File: config.mk
export PLATFORM = sky130hd
export DESIGN_NAME = refalloc_ctrl
export DESIGN_NICKNAME = d
export VERILOG_FILES = /design/src/design/refalloc_pkg.sv /design/src/design/refalloc_ctrl.sv
export SDC_FILE = /design/constraint.sdc
export NUM_CORES = 1
export LEC_CHECK = 0
export ABC_AREA = 1
export BUFFER_PORTS_ARGS = -buffer_cell sky130_fd_sc_hd__buf_2
export CAP_MARGIN = 30
export CORE_AREA = 2 2 39 41
export CTS_BUF_LIST = sky130_fd_sc_hd__clkbuf_4 sky130_fd_sc_hd__clkbuf_8 sky130_fd_sc_hd__clkbuf_16
export DETAILED_ROUTE_END_ITERATION = 10
export DIE_AREA = 0 0 41 43
export HOLD_SLACK_MARGIN = 0.08
export SYNTH_ARGS = -nofsm -noshare
export SYNTH_HDL_FRONTEND = slang
export SYNTH_SLANG_ARGS = --single-unit
File: constraint.sdc
create_clock -name aclk -period 1.3 [get_ports aclk]
set_input_delay 0 -clock aclk [delete_from_list [all_inputs] [get_ports aclk]]
set_output_delay 0 -clock aclk [all_outputs]
set_load 0.01 [all_outputs]
File: src/design/refalloc_pkg.sv
// Types, field widths and codes for the reference-counted block allocator.
`timescale 1ns / 1ps

package refalloc_pkg;

    localparam int POOL_SIZE_DEF  = 1024;
    localparam int COUNT_BITS_DEF = 16;

    localparam int OP_W          = 2;
    localparam int BLOCK_INDEX_W = 16;
    localparam int STATUS_W      = 3;
    localparam int GRANT_W       = 10;
    localparam int BLOCK_COUNT_W = 16;
    localparam int BLOCKS_W      = 11;
    localparam int ACTIVE_W      = 11;

    typedef enum logic [OP_W-1:0] {
        OP_ALLOC   = 2'd0,
        OP_SHARE   = 2'd1,
        OP_RELEASE = 2'd2,
        OP_QUERY   = 2'd3
    } op_t;

    typedef enum logic [STATUS_W-1:0] {
        ST_OK        = 3'd0,
        ST_EXHAUSTED = 3'd1,
        ST_RANGE     = 3'd2,
        ST_FREE      = 3'd3,
        ST_SATURATED = 3'd4
    } status_t;

    typedef struct packed {
        logic clear_start;
        logic clear_step;
        logic accept;
        logic exec;
    } rba_cmd_t;

    typedef struct packed {
        logic clear_done;
    } rba_stat_t;

    function automatic int addr_bits(input int depth);
        return (depth > 1) ? $clog2(depth) : 1;
    endfunction

endpackage

File: src/design/refalloc_ctrl.sv
// Controller: clearing sweep, item accept, execute and result handshake.
`timescale 1ns / 1ps

module refalloc_ctrl (
    input  logic                    aclk,
    input  logic                    aresetn,
    input  logic                    s_valid,
    output logic                    s_ready,
    output logic                    m_valid,
    input  logic                    m_ready,
    input  logic                    cfg_fire,
    output refalloc_pkg::rba_cmd_t  cmd,
    input  refalloc_pkg::rba_stat_t stat
);
    import refalloc_pkg::*;

    typedef enum logic [2:0] {
        S_CLEAR = 3'b001,
        S_IDLE  = 3'b010,
        S_EXEC  = 3'b100
    } state_t;

    state_t state_reg, state_next;
    logic   m_valid_reg, m_valid_next;

    always_comb begin
        state_next   = state_reg;
        m_valid_next = m_valid_reg;
        cmd          = '0;
        s_ready      = 1'b0;
        if (m_valid_reg && m_ready) begin
            m_valid_next = 1'b0;
        end
        unique case (state_reg)
            S_CLEAR: begin
                if (!cfg_fire) begin
                    cmd.clear_step = 1'b1;
                    if (stat.clear_done) begin
                        state_next = S_IDLE;
                    end
                end
            end
            S_IDLE: begin
                s_ready = (!m_valid_reg || m_ready) && !cfg_fire;
                if (s_valid && s_ready) begin
                    cmd.accept = 1'b1;
                    state_next = S_EXEC;
                end
            end
            S_EXEC: begin
                cmd.exec     = 1'b1;
                m_valid_next = 1'b1;
                state_next   = S_IDLE;
            end
            default: state_next = S_CLEAR;
        endcase
        if (cfg_fire) begin
            cmd.clear_start = 1'b1;
            state_next      = S_CLEAR;
        end
    end

    always_ff @(posedge aclk) begin
        if (!aresetn) begin
            state_reg   <= S_CLEAR;
            m_valid_reg <= 1'b0;
        end else begin
            state_reg   <= state_next;
            m_valid_reg <= m_valid_next;
        end
    end

    assign m_valid = m_valid_reg;

endmodule

After elaboration in Yosys (flattened, before gate mapping) --
Index checks and enable logic that the tools add are counted.
Operators by class: reductions and logical operators 9, multiplexer cells 12, equality and inequality tests 5, bitwise gates (word level) 1
Operators with widths (count):
- $mux 1 | 9
- $pmux 3 s3 | 1
- $mux 3 | 2
- $ne 2x2->1 const B | 2
- $eq 3x1->1 const B | 1
- $eq 3x2->1 const B | 1
- $eq 3x3->1 const B | 1
- $logic_and 1x1->1 | 3
- $logic_not 1->1 | 2
- $reduce_and 2->1 | 1
- $reduce_bool 2->1 | 1
- $reduce_or 2->1 | 1
- $logic_or 1x1->1 | 1
- $not 1->1 | 1
Word-level totals: output and inout port bits 6, flip-flop bits (word level) 4, logic and storage cells 29, input port bits 6

Depth between registers and ports, before layout --
word-level depth 6, depth in mapped cells 6, gate-level depth less buffers 6

Least setup slack after synthesis --
No wires, ideal clock.
kind reg2reg, from register state_reg[0], to register state_reg[2], setup slack 0.470 ns, setup time 0.062 ns, required time 1.238 ns, path buffers 0, period minus slack after synthesis 0.830 ns, arrival time 0.769 ns, stages on the path, launching flop included 6, cell sequence dfxtp_1 -> nor2_2 -> nand2_2 -> nor2_4 -> nand2_2 -> nor2_2
Between the ends: word-level cells in the longest chain between the ends 3, elaborated cells between the ends (all ways) 7, classes of those cells eq/ne (5); mux (1); reduce/logical (1)
Ends and longest elaborated chain:
- from (decl) | RTL line refalloc_ctrl.sv:23 | state_t state_reg, state_next;
- from (signal assigned) | RTL line refalloc_ctrl.sv:68 | state_reg <= state_next;
- $eq 3x2->1 / $eq 3x1->1 (equally long branches) | RTL line refalloc_ctrl.sv:34 | unique case (state_reg)
- $ne 2x2->1 (no line)
- $reduce_and 2->1 (no line)
Several ways; a longest one is shown, not always the timed one. A chain may end at the register's enable or synchronous reset.

==> summary by stage <==
Status
The run finished with clean final reports.

Finish
The area of the multi-input gates is 108.9 um^2. The layout-stage area growth over the synthesis result is 47.37%. The number of nets in the finished design is 60. The number of antenna repair diodes is 0.

At the end of the flow the core is filled with cells to 0.2532. The filler cell count in the final layout is 161. The flip-flop count of the largest register after layout is 3.

Registers take 80.08 um^2. The fraction of final layout cells sized beyond drive strength 1 is 0.3654.

Drt
The number of design-rule violations left by the first detailed-router iteration is 6. The routed via count is 237. For this run, design rule violations remaining after detail routing come to 0.

The routed wire length is 455 um. The first detailed-routing pass ran for 3 iterations. After detailed routing, the average wire length per cell comes to 6.691 um. The ratio of routed vias to standard cells is 3.485. In this run the remaining antenna-violating nets after routing total 0.

Clock network
CTS built an H-tree with a depth of 1. For this design, the sink count on the clock tree is 4. Counting the buffers created by CTS gives 3. The buffer type at the clock tree root is sky130_fd_sc_hd__clkbuf_4.

The hold buffer count at cts is 3. The number of gates resized after CTS was 0. The buffer levels on the longest clock path is 2.

The clock-pin slew reported for the worst setup and hold paths after clock tree synthesis is 30 ps. The clock latency at the later pin of the worst-skew pair is 230 ps. The post-CTS setup buffer count is 0. The CTS tree is built.

Floorplan
From bottom edge to top edge, the die measures 43 um. For this configuration, the core starts out at a cell density of 0.1718. 12 I/O pins were placed.

The row count is 14. The floorplan step defined a core boundary enclosing 1384 um^2. The area of the die is 1763 um^2. The die is 41 um wide.

Synthesis
The average footprint of a synthesized cell is 6.425 um^2. The share of the Yosys chip area taken by registers is 0.3368. Summing every instance area after synthesis gives 237.7 um^2. The top-area cell type share of the netlist area is 0.3368.

By area the synthesized netlist is led by sky130_fd_sc_hd__dfxtp_1, sky130_fd_sc_hd__inv_1, sky130_fd_sc_hd__nand2_1. Of all cell types, the one taking the most synthesized area is sky130_fd_sc_hd__dfxtp_1. The flip-flop and latch count after synthesis is 4. The number of standard cells after synthesis is 37.

For this run, the number of Yosys warnings is 0. The number of nets handed over by synthesis was 43. The number of different library cells in the post-synthesis netlist is 11.

Global route
In the global route stage, overall resource usage came out at 0.07143. The first-pass GRT wire length is 814 um. For this run the aggregate overflow at the end of global routing stands at 0.

The number of global-route vias before repair came to 229. Entering global routing, the biggest net connects 5 pins. The initial antenna violation count is 0.

Worst setup path
Setup slack on the worst reg-to-reg path comes out at 440 ps. The critical path is of the input pin to primary output type. For the worst setup path, the data required time is 1300 ps. The startpoint type of the worst setup path is an input pin.

Along the worst path, the maximum fanout reaches 4. The kind of end point of the critical path is a primary output. The data arrival time of the critical path is 1060 ps.

Power
The peak supply drop is 0.2121 mV. The power density normalized to cell area is 938.1 nW/um^2. The total leakage power is 0.0001993 uW.

STA
The post-route setup TNS is 0 ps. The number of endpoints with negative hold slack in the final report is 0. Setup violations remaining at the end of the flow were counted as 0. The maximum operating frequency is 0.9463 GHz. The final hold slack is 85.86 ps. The headroom to the max-slew limit is 0.9075. At the pin with the least slew margin, the transition time is 138.3 ps. The worst path needs 1057 ps of the cycle, external delays included. Setup repair after global routing left no endpoint under its margin. The share of the cycle needed by the critical path after routing is 0.8129. The worst path meets setup with 243.3 ps of slack.

The clock arrives with 0.8284 ps of skew. The final-report max-slew violation count came to 0.

Place
Summed over all nets, the half-perimeter wirelength after detailed placement is 396.5 um. The number of buffer cells added on primary ports is 11. The weighted congestion at the end of routability-driven global placement is 0.6757. The worst setup slack after placement is 438.0 ps.

Worst hold path
The kind of path behind the tightest hold check is input pin to flop.

Job
The max-capacitance violation count is 0.
[through the flow]
stage / area [um^2] / power, uW / std cells
3_3_place_gp: 297.8 / 175.6 / 62
6_report: 350.3 / 328.7 / 68
4_1_cts: 350.3 / 338.3 / 68
5_1_grt: 350.3 / 347.2 / 68
2_1_floorplan: 237.7 / 160.9 / 37
3_5_place_dp: 297.8 / 176.1 / 62
[worst paths after layout]
path                     start  depth (start not counted)            to
hold / removal         m_ready                          4       m_valid
setup / recovery      cfg_fire                          6        cmd[1]
hold reg to reg        m_valid                          2       m_valid
setup reg to reg  state_reg[0]                          6  state_reg[0]
[cell usage in the layout (no fill, tap or decap)]
cell type / n
sky130_fd_sc_hd__nand2_2: 2
sky130_fd_sc_hd__inv_1: 9
sky130_fd_sc_hd__dlygate4sd3_1: 3
sky130_fd_sc_hd__nor2_2: 2
sky130_fd_sc_hd__nand3_1: 3
sky130_fd_sc_hd__nor2_4: 1
sky130_fd_sc_hd__nand2_1: 7
sky130_fd_sc_hd__a21oi_1: 2
sky130_fd_sc_hd__nand4_1: 1
sky130_fd_sc_hd__dfxtp_1: 4
sky130_fd_sc_hd__clkbuf_4: 3
sky130_fd_sc_hd__buf_2: 11
sky130_fd_sc_hd__nor2_1: 4
[routing by layer]
layer,vias up,track usage,wire [um]
li1,137,-,-
met1,92,0.09385,234
met2,8,0.08438,186
met3,0,0.03141,34
met4,0,0.06000,0
met5,-,0,0
[kinds of logic (layout without fill, tap and decap cells)]
| logic type | after synthesis | after routing | synth area share |
|---|---|---|---|
| buf+inv | 11 | 26 | 0.2052 |
| flops | 4 | 4 | 0.3369 |
| compound gates | 2 | 2 | 0.04211 |
| simple gates | 20 | 20 | 0.4158 |
[where the power goes]
group	total [uW]	internal, uW	switching (uW)
sequential	131	127	3.34
combinational	49.9	24.5	25.5
clock	148	103	45.2
[critical path, cell delays in order]
cell	delay [ps]
sky130_fd_sc_hd__dlygate4sd3_1	530
sky130_fd_sc_hd__buf_2	140
sky130_fd_sc_hd__inv_1	70
sky130_fd_sc_hd__nand3_1	90
sky130_fd_sc_hd__nor2_1	90
sky130_fd_sc_hd__buf_2	130
[final cells by class]
cell class / count / share of cell area
Multi-Input combinational cell: 22 / 0.3107
Inverter: 9 / 0.09643
Timing Repair Buffer: 14 / 0.2429
Clock buffer: 3 / 0.06429
Sequential cell: 4 / 0.2286
Tap cell: 16 / 0.05714
[cells in the mapped netlist]
cell / n
sky130_fd_sc_hd__nand3_1: 3
sky130_fd_sc_hd__nand2_1: 7
sky130_fd_sc_hd__a21oi_1: 2
sky130_fd_sc_hd__inv_1: 9
sky130_fd_sc_hd__nor2_2: 2
sky130_fd_sc_hd__dfxtp_1: 4
sky130_fd_sc_hd__nand4_1: 1
sky130_fd_sc_hd__nor2_4: 1
sky130_fd_sc_hd__nand2_2: 2
sky130_fd_sc_hd__buf_4: 2
sky130_fd_sc_hd__nor2_1: 4
Power figures use the tool's default switching activity.
